--- src/rtl/core/clm_ram.sv ---
module clm_ram #(
    parameter int WIDTH = 8,
    parameter int DEPTH = 256
) (
    input  logic                     i_clk,
    input  logic                     i_wr_en,
    input  logic [$clog2(DEPTH)-1:0] i_wr_addr,
    input  logic [WIDTH-1:0]         i_wr_data,
    input  logic                     i_rd_en,
    input  logic [$clog2(DEPTH)-1:0] i_rd_addr,
    output logic [WIDTH-1:0]         o_rd_data
);

    logic [WIDTH-1:0] r_mem [DEPTH];
    logic [WIDTH-1:0] r_rd_data;

    // single write port
    always_ff @(posedge i_clk) begin
        if (i_wr_en) begin
            r_mem[i_wr_addr] <= i_wr_data;
        end
    end

    // registered read, holds while not enabled
    always_ff @(posedge i_clk) begin
        if (i_rd_en) begin
            r_rd_data <= r_mem[i_rd_addr];
        end
    end

    assign o_rd_data = r_rd_data;

endmodule

--- config.mk ---
export PLATFORM = sky130hd
export DESIGN_NAME = clm_ram
export DESIGN_NICKNAME = d
export VERILOG_FILES = /design/src/rtl/core/clm_ram.sv
export SDC_FILE = /design/constraint.sdc
export NUM_CORES = 2
export LEC_CHECK = 0
export BUFFER_PORTS_ARGS = -buffer_cell sky130_fd_sc_hd__buf_4
export CORE_ASPECT_RATIO = 1.4
export CORE_MARGIN = 1
export CORE_UTILIZATION = 30
export DETAILED_ROUTE_END_ITERATION = 6
export HOLD_SLACK_MARGIN = 0.08
export PLACE_DENSITY_LB_ADDON = 0.05
export SYNTH_ARGS = -nofsm -noshare
export SYNTH_HDL_FRONTEND = slang
export SYNTH_SLANG_ARGS = --single-unit
--- constraint.sdc ---
create_clock -name i_clk -period 3.72 [get_ports i_clk]
set_input_delay 1.116 -clock i_clk [delete_from_list [all_inputs] [get_ports i_clk]]
set_output_delay 1.116 -clock i_clk [all_outputs]
set_load 0.02 [all_outputs]
# --- Word level (Yosys, flattened, before mapping) ---
# Memories as Yosys holds them, arrays and structs flattened. A register that Yosys moved wholly into a read port is not among the register bits.
# Index checks and enable logic that the tools add are counted.
totals:
  memories: 1
  ramBits: 2048
  ff_bits: 0
  output_inout_bits: 8
memory_table:
  columns: ["name", "words", "width", "rd", "rd_ports_with_merged_regs", "write_ports", "line_no", "source"]
  rows:
  - ["r_mem", 256, 8, 1, 1, 1, "14", "logic [WIDTH-1:0] r_mem [DEPTH];"]
op_classes:
  n_mux: 2
ops:
  columns: ["operator", "count"]
  rows:
  - ["2-to-1 mux 1 bit", 2]

# --- Depth between registers and ports, before layout ---
logic_depth:
  depth_word: 2
  mapped_depth: 11
  mapped_depth_nobuf: 6

# --- Least setup slack after synthesis ---
# Ideal clock, no wire load.
synth_path:
  kind: "input port to flip-flop"
  startpoint: "input i_rd_addr[0]"
  endpoint: "register r_rd_data[2] (netlist: o_rd_data[2]) (read register of r_mem), data pin"
  cell_stages: 9
  required_time_ps: 3451
  arrival_time_ps: 2923
  n_path_buf: 4
  slack_ps: 528
  cell_sequence: "buf_6 > buf_12 > buf_8 > buf_2 > mux4_2 > a22oi_1 > a21oi_1 > nor4_1 > nor4_2"
synth_rtl:
  columns: ["element", "line_no", "source"]
  rows:
  - ["start: declaration", "10", "input logic [$clog2(DEPTH)-1:0] i_rd_addr,"]
  - ["end: declaration", "15", "logic [WIDTH-1:0] r_rd_data;"]

==> out/results.ini <==
[floorplanning]
initial_utilization=0.302
dieArea_mm2=0.268
die_x_um=437
fp.coreArea_mm2=0.264
rows=223
die_h_um=612
io_pins=35

[finish]
fillers=24400
nNetsFinal=4442
multiInputGateArea_mm2=0.0166
layout-drive-gt1-share=0.326
areaGrowthSynthToFinish_pct=20.8
layout.cells.non_filler=8079
final_area_mm2=0.0962
final-seq-area_mm2=0.0617

[detailed_routing]
drt-pass1-iter-count=7
drt_first_iter_violations=3031
drtAntennaViolNets=0
drcViolationCount=2
wl_per_cell_um=31.8
viasPerCell=4.90
routed_wl_mm=257
met3_length_mm=7.59
routed-wl-met2_mm=137
dr.max_layer_used=met5
vias=39600
wl_met1_mm=107

[synth]
yosysSeqAreaShare=0.775
synth_edf_count=2056
synthMostInstantiatedCell=edfxtp_1
syn_nets=3760
synth_top_cell_area_share=0.775
syn_area_per_cell_um2=21.3
async_flop_share=0
syn_area_mm2=0.0796
synth_top_cells_by_count=edfxtp_1, mux4_2, nor2_1, mux2i_1, a22oi_1
synth_warnings=0
synthFlopType=edfxtp_1
synthTopCellsByArea=edfxtp_1, mux4_2, mux2i_1
netlist_instances=3733
ys_types=54
yosysTopAreaCell=edfxtp_1
ys_ff_latch=2056

[clock_network]
clk_pin_slew_worst_paths_ns=0.06
htree_levels=4
cts_resized=0
ctsHoldBuffers=0
postCtsSetupBuffers=0
cts_num_sinks=2056
cts_root_buf=clkbuf_16
cts_tree=built
insertion_delay_ns=0.88
cts_buffers=220
cts_buffer_depth=4

[placement]
place_hpwl_mm=172
dp_cells=7680
gp_congestion=0.783
io_buffer_count=34
placedInstanceArea_mm2=0.0891

[setup_path]
slowest_stage=a2111oi_0
cp_top_family=compound AO/OA/AOI/OAI gates
endpoint_kind=register
cp.arrival_ns=4.25
cp_max_fo=15
start_kind=input port
required_ns=4.44
max_stage_delay_ns=0.98
crit_type=input port to register
cp.buffers_inverters=4
path_cells=buf_8, buf_4, buf_12, mux4_2, mux4_2, nor2_1, a2111oi_0, nor3_1, buf_4, nor4_2

[pwr]
powerDensity_mw_per_mm2=528
p_leak_nw=30.7
peakVddDrop_mv=0.334

[sta]
period_minus_slack_ns=3.54
slew_viol_final=0
fin_skew_ns=0.0285
rsz0062_at_grt=no
period_share=0.951
tightestPinTransition_ns=1.17
finalSetupViolCount=0
fmax_mhz=283
hold_viol=0
slew_headroom=0.199

[outcome]
failed_checks=DRC
status=finished with violations

[run]
drv_cap=0

[global_route]
antenna_found_initial=17
grt_pass1_wl_mm=358
grt_usage=0.192
globalRouteOverflowTotal=0
grt_pass1_vias=42700
grt_start_max_net_pins=93

[worst_hold_path]
hp-class=input port to register

[state kept, by name, indices dropped and copies added, names as in the netlist]
| register | flops |
|---|---|
| o_rd_data | 8 |
| r_mem | 2048 |
[metal layers]
metal,vias up,GRT usage
met5,-,0
met4,4,0.0438
met3,292,0.0229
met2,675,0.350
met1,21500,0.241
li1,17100,-
[cell families after synthesis]
| logic type | share of synthesized area |
|---|---|
| buf+inv | 0.0183 |
| compound gates | 0.0342 |
| mux | 0.146 |
| flops | 0.775 |
| simple gates | 0.0263 |
[cells in the final DEF (no fill, tap or decap), drive strengths merged, types with 33 or more instances in the layout]
| cell | count |
|---|---|
| o221ai | 47 |
| mux4 | 456 |
| nand3 | 34 |
| a21oi | 96 |
| edfxtp | 2056 |
| clkbuf | 261 |
| nor2 | 282 |
| a22oi | 133 |
| nand2 | 33 |
| clkinv | 92 |
| mux2i | 134 |
| buf | 693 |
[worst paths after layout]
path                                     from      endpoint  slack (ns)  depth (start not counted)
worst max-delay path             i_rd_addr[0]  o_rd_data[0]        0.18                         10
worst min-delay path                  i_rd_en  o_rd_data[6]        0.66                          1
worst max register to register   r_mem[67][0]  o_rd_data[0]        0.68                          6
worst min register to register  r_mem[247][0]  o_rd_data[0]        1.20                          5
[where the power goes]
group / switching, mW / internal, mW / total (mW)
Sequential: 0.0412 / 25.5 / 25.6
Clock: 9.33 / 12.9 / 22.3
Combinational: 1.80 / 1.10 / 2.90
[area by class of cell]
type | instances | share of cell area
flip-flops and latches | 2056 | 0.642
repair buffers | 693 | 0.0662
well taps | 3487 | 0.0454
clock inverters | 133 | 0.0145
clock buffers | 261 | 0.0595
inverters | 2 | 0.0000780
diodes | 5 | 0.000130
multi-input cells | 1442 | 0.172
[through the flow]
step                 util  hold WS (ns)  worst slack (ns)  setup TNS, ns  power [mW]
floorplan               -         0.864             0.528              0        27.3
global placement    0.338          1.18             -1.60          -6.34        29.1
detailed placement  0.338          1.22            -0.894          -5.29        29.1
CTS                 0.365         0.581            0.0759              0        51.5
global route        0.365         0.596             0.109              0        52.4
finish              0.365         0.662             0.181              0        50.7
Power figures use the tool's default switching activity.
