[config.mk]
export PLATFORM = sky130hd
export DESIGN_NAME = clm_update
export DESIGN_NICKNAME = d
export VERILOG_FILES = /design/src/rtl/core/clm_pkg.sv /design/src/rtl/core/clm_update.sv
export SDC_FILE = /design/constraint.sdc
export NUM_CORES = 1
export LEC_CHECK = 0
export BUFFER_PORTS_ARGS = -buffer_cell sky130_fd_sc_hd__buf_4
export CELL_PAD_IN_SITES_DETAIL_PLACEMENT = 1
export CELL_PAD_IN_SITES_GLOBAL_PLACEMENT = 2
export CORE_UTILIZATION = 19
export DETAILED_ROUTE_END_ITERATION = 12
export PLACE_DENSITY_LB_ADDON = 0.3
export SKIP_LAST_GASP = 1
export SLEW_MARGIN = 20
export SYNTH_ARGS = -nofsm -noshare
export SYNTH_HDL_FRONTEND = slang
export SYNTH_SLANG_ARGS = --single-unit
[constraint.sdc]
create_clock -name vclk -period 2.3
set_input_delay 0.345 -clock vclk [all_inputs]
set_output_delay 0.345 -clock vclk [all_outputs]
set_load 0.01 [all_outputs]
[src/rtl/core/clm_pkg.sv]
package clm_pkg;

    // table geometry
    localparam int NUM_LOCKS   = 256;
    localparam int NUM_CLIENTS = 256;
    localparam int QUEUE_DEPTH = 8;
    localparam int LOCK_W      = $clog2(NUM_LOCKS);
    localparam int CLIENT_W    = 8;
    localparam int QPTR_W      = $clog2(QUEUE_DEPTH);
    localparam int QCNT_W      = $clog2(QUEUE_DEPTH + 1);
    localparam int WADDR_W     = LOCK_W + QPTR_W;

    // operation codes
    localparam logic FUNC_ACQUIRE = 1'b0;
    localparam logic FUNC_RELEASE = 1'b1;

    // reply codes
    localparam logic [1:0] REPLY_OK     = 2'd0;
    localparam logic [1:0] REPLY_RETRY  = 2'd1;
    localparam logic [1:0] REPLY_RETIRE = 2'd2;

    // notification kinds
    localparam logic [1:0] NOTE_NONE   = 2'd0;
    localparam logic [1:0] NOTE_REVOKE = 2'd1;
    localparam logic [1:0] NOTE_RETRY  = 2'd2;

    // one lock table entry
    typedef struct packed {
        logic                held;
        logic [CLIENT_W-1:0] holder;
        logic [QPTR_W-1:0]   head;
        logic [QCNT_W-1:0]   count;
    } t_entry;

    localparam int ENTRY_W = $bits(t_entry);

    // one result word
    typedef struct packed {
        logic [1:0]          reply;
        logic [1:0]          kind;
        logic [CLIENT_W-1:0] target;
        logic                ovf;
    } t_result;

    // waiter queue write request
    typedef struct packed {
        logic              en;
        logic [QPTR_W-1:0] slot;
    } t_wq;

endpackage

[src/rtl/core/clm_update.sv]
module clm_update (
    input  logic                         i_func,
    input  logic [clm_pkg::CLIENT_W-1:0] i_client,
    input  clm_pkg::t_entry              i_entry,
    input  logic [clm_pkg::CLIENT_W-1:0] i_next,
    output clm_pkg::t_entry              o_entry,
    output clm_pkg::t_result             o_res,
    output clm_pkg::t_wq                 o_wq,
    output logic                         o_pop
);
    import clm_pkg::*;

    logic is_holder;
    logic full;
    logic empty;

    assign is_holder = i_entry.held && (i_entry.holder == i_client);
    assign full      = (i_entry.count == QCNT_W'(QUEUE_DEPTH));
    assign empty     = (i_entry.count == '0);

    // lock state transition and reply
    always_comb begin
        o_entry = i_entry;
        o_res   = '0;
        o_wq.en   = 1'b0;
        o_wq.slot = i_entry.head + i_entry.count[QPTR_W-1:0];
        o_pop   = 1'b0;
        o_res.reply = REPLY_OK;
        o_res.kind  = NOTE_NONE;
        unique case (i_func)
            FUNC_ACQUIRE: begin
                if (i_entry.held) begin
                    if (i_entry.holder != i_client) begin
                        o_res.reply = REPLY_RETRY;
                        if (full) begin
                            o_res.ovf = 1'b1;
                        end else begin
                            o_wq.en       = 1'b1;
                            o_entry.count = i_entry.count + QCNT_W'(1);
                            if (empty) begin
                                o_res.kind   = NOTE_REVOKE;
                                o_res.target = i_entry.holder;
                            end
                        end
                    end else if (!empty) begin
                        o_res.reply = REPLY_RETIRE;
                    end
                end else if (empty) begin
                    o_entry.held   = 1'b1;
                    o_entry.holder = i_client;
                end
            end
            FUNC_RELEASE: begin
                if (is_holder) begin
                    if (!empty) begin
                        // hand over to the head waiter
                        o_pop          = 1'b1;
                        o_entry.head   = i_entry.head + QPTR_W'(1);
                        o_entry.count  = i_entry.count - QCNT_W'(1);
                        o_entry.holder = i_next;
                        o_res.kind     = NOTE_RETRY;
                        o_res.target   = i_next;
                    end else begin
                        o_entry.held = 1'b0;
                    end
                end
            end
            default: begin
                o_entry = i_entry;
            end
        endcase
    end

endmodule

### Word-level counts from Yosys, hierarchy flattened

Cells that the tools add are included.
Widths: inputs -> output; s select.

* register bits after elaboration: 0
* output and inout port bits: 34

* multiplexer cells: 30
* reductions and logical operators: 2
* bitwise operators: 1
* equality and inequality tests: 3
* $add $sub $neg: 4

Operators with widths (count)
* $mux 10: 3
* $mux 9: 3
* $pmux 10 s2: 1
* $pmux 9 s2: 1
* $mux 16: 1
* $mux 15: 1
* $mux 13: 1
* $mux 4: 3
* $mux 11: 1
* $mux 1: 10
* $eq 8x8->1: 1
* $ne 8x8->1: 1
* $pmux 4 s2: 1
* $mux 2: 3
* $add 4x1->4 const B: 1
* $eq 4x4->1 const B: 1
* $logic_not 4->1: 1
* $sub 4x1->4 const B: 1
* $add 3x1->3 const B: 1
* $add 3x3->3: 1
* $mux 3: 1
* $logic_and 1x1->1: 1
* $not 1->1: 1

### Logic depth before layout (Yosys ltp)

* word-level depth: 6
* gate-level depth with buffers: 9
* gate-level depth less buffers: 7

### Worst setup path before layout

No wires, ideal clock.

* kind: in2out
* start: in i_entry[0] in the netlist's numbering
* end: out o_entry[5] in the netlist's numbering
* arrival: 1.865 ns
* stages on the path: 8
* setup slack: 0.090 ns
* cell sequence: inv_1 -> ha_1 -> inv_1 -> or3_1 -> buf_2 -> nor4b_2 -> buf_2 -> mux2_1

RTL lines
* from (decl): RTL line clm_update.sv:4 `input clm_pkg::t_entry i_entry,`
* to (decl): RTL line clm_update.sv:6 `output clm_pkg::t_entry o_entry,`

==> impl_results.md <==
* Logic pwr share at 1.000
* Library cells used by synthesis at 36
* Final clock period utilization by the worst path at 1.00
* IO Count at 67
* # rows at 23
* Hold Path Depth at 3
* Peak supply drop at 48.8 uV
* Initial antenna violation count at 0
* Hold slack final at 986 ps
* Unrepaired setup endpoints after global routing: yes
* Synth Instances at 118
* Vias in the first global route at 1398
* Register Area at 0 um2
* P per Cell Area at 151 mW/mm2
* Syn Area/Cell at 6.95 um2
* PnR Total Power at 0.297 mW
* Die ar. at 0.00458 mm2
* Die X at 67.7 um
* Final core occ at 0.485
* Syn Nets at 156
* GRT Util Overall at 0.175
* Fin. max-slew vios at 0
* Warning count from the yosys run at 0
* Synth area leader: xnor2_1
* Synth area leaders: xnor2_1 (13%), a22o_1 (8.5%), nand4_1 (7.6%), a21boi_0 (7.3%), a21o_1 (7.3%)
* Routability cong. at just under 0.8
* Leakage at approximately 0.95 nW
* Core region area at 0.00406 mm2
* Most frequent cell after synthesis: xnor2_1
* Internal Pwr Total at 0.171 mW
* First-pass GRT wire length at 6.22 mm
* DRT iter0 DRCs at 73
* Pre-Repair DR Iteration Count at 4
* PortBufs at 67
* P_sw at 0.125 mW
* CP Data Required Time at ~2000 ps
* Run status: finished with violations
* DP Area at 0.00159 mm2
* Post-Layout Cell Count at 272
* FMAX at 434 MHz
* Crit path DAT at 1960 ps
* Via density at 5.06
* Chip Height at 67.7 um
* Kind of end point of the critical path: output port
* Final Hold Vio Count at 0
* Drt total wl at 4.43 mm
* Most instantiated cells after synthesis: xnor2_1 (12), nand4_1 (10), nand3_1 (9)
* Failing checks: setup timing
* Sequential cell count at 0
* Crit path launch type: input pin
* Final setup violation count at 1
* Switching portion of total power at 0.423
* Maxcap violations at 0
* Pre-CTS setup slack at -556 ps
* ANT cells at 0
* # DRC at 0
* Post-Layout Inst Area at 0.00197 mm2
* Crit path time final at 2300 ps
* DR vias at 1375
* Setup TNS at -2.97 ps
* GR Overflow Total at 0
* Relative slew slack at 0.518
* Placed instance count at roughly 260
* Nets at 262
* Final ANT Viol Nets at 0
* Clock buf count at 0
* Sequential area share after synthesis at 0
* Setup ws final at -2.97 ps
* Clock Power Share at 0
* Post-Synthesis Cell Area at 820 um2
* Actual slew at the worst max-slew pin at 721 ps
* Hold WC Path Type: in -> out
* Hold Path Origin: i_entry[6]
* Area share of the largest cell type after synthesis at 0.128
* Crit path max fanout at 8
* Setup CP Type: in -> out
* Layout area overhead at 140%
* Starting Density at 0.202
* Dpl hpwl at 3.22 mm
* Wire per inst at 16.3 um
* Share of power burned in registers at 0
* Layout cells sized above 1 at 0.626
* Filler cells at 486
* # hold bufs at CTS at 0
* Largest net degree at the start of global routing at 20
* Hold EP: o_entry[6]
-- cell usage in the layout, fill, tap and decap left out, types with 3 or more instances in the layout --
master	n
buf_4	88
buf_6	23
nand4_1	10
nand3_1	9
a22o_1	8
a21o_1	8
xnor2_2	7
a21boi_1	6
xnor2_1	5
nor2_1	5
o21ai_0	4
nand2_1	4
ha_1	3
-- area by class of cell --
class	instances	area, um2	share of cell area
repair buffers	115	980	0.498
inverters	4	17.5	0.00891
multi-input cells	103	907	0.461
well taps	50	62.6	0.0318
-- worst max-delay path: stages --
cell and delay (ps):
buf_8 100, inv_4 50, ha_4 120, inv_2 30, or3_4 390, nor4b_4 150
buf_6 140, buf_4 130, nor2_4 220, a21o_1 180, buf_6 100
-- layer usage --
| metal | GRT usage | wire, um | vias up |
|---|---|---|---|
| li1 | - | - | 657 |
| met1 | 0.202 | 1800 | 667 |
| met2 | 0.338 | 2420 | 47 |
| met3 | 0.0101 | 188 | 4 |
| met4 | 0.0452 | 27 | 0 |
| met5 | 0 | 0 | - |
-- worst max-delay path by stage --
stage,from,end,cells past startpoint
2_1_floorplan,i_entry[0],o_entry[5],8
3_3_place_gp,i_entry[10],o_entry[11],7
3_5_place_dp,i_entry[10],o_entry[5],7
4_1_cts,i_entry[0],o_entry[8],11
5_1_grt,i_entry[0],o_entry[0],9
6_report,i_entry[1],o_entry[11],11
-- kinds of logic after synthesis --
kind of cell	synth area share
xor gates and xnor gates	0.150
AOI/OAI and AO/OA	0.336
and+or+nand+nor	0.336
buffers and inverters	0.0794
muxes	0.0137
adders and majority gates	0.0855
-- power by group through the flow --
stage / Clock, mW / Sequential [mW] / Combinational, mW
after floorplan: 0 / 0 / 0.0941
after global placement: 0 / 0 / 0.239
after detailed placement: 0 / 0 / 0.244
after CTS: 0 / 0 / 0.254
after global routing: 0 / 0 / 0.318
final: 0 / 0 / 0.297
-- timing repair --
action                     4_1_cts  5_1_grt
pin swaps                        4       29
gates resized for setup          9       54
setup buffers                    6       10
setup endpoints to repair       23       23
Note: power is estimated with default switching activity, not from simulation.
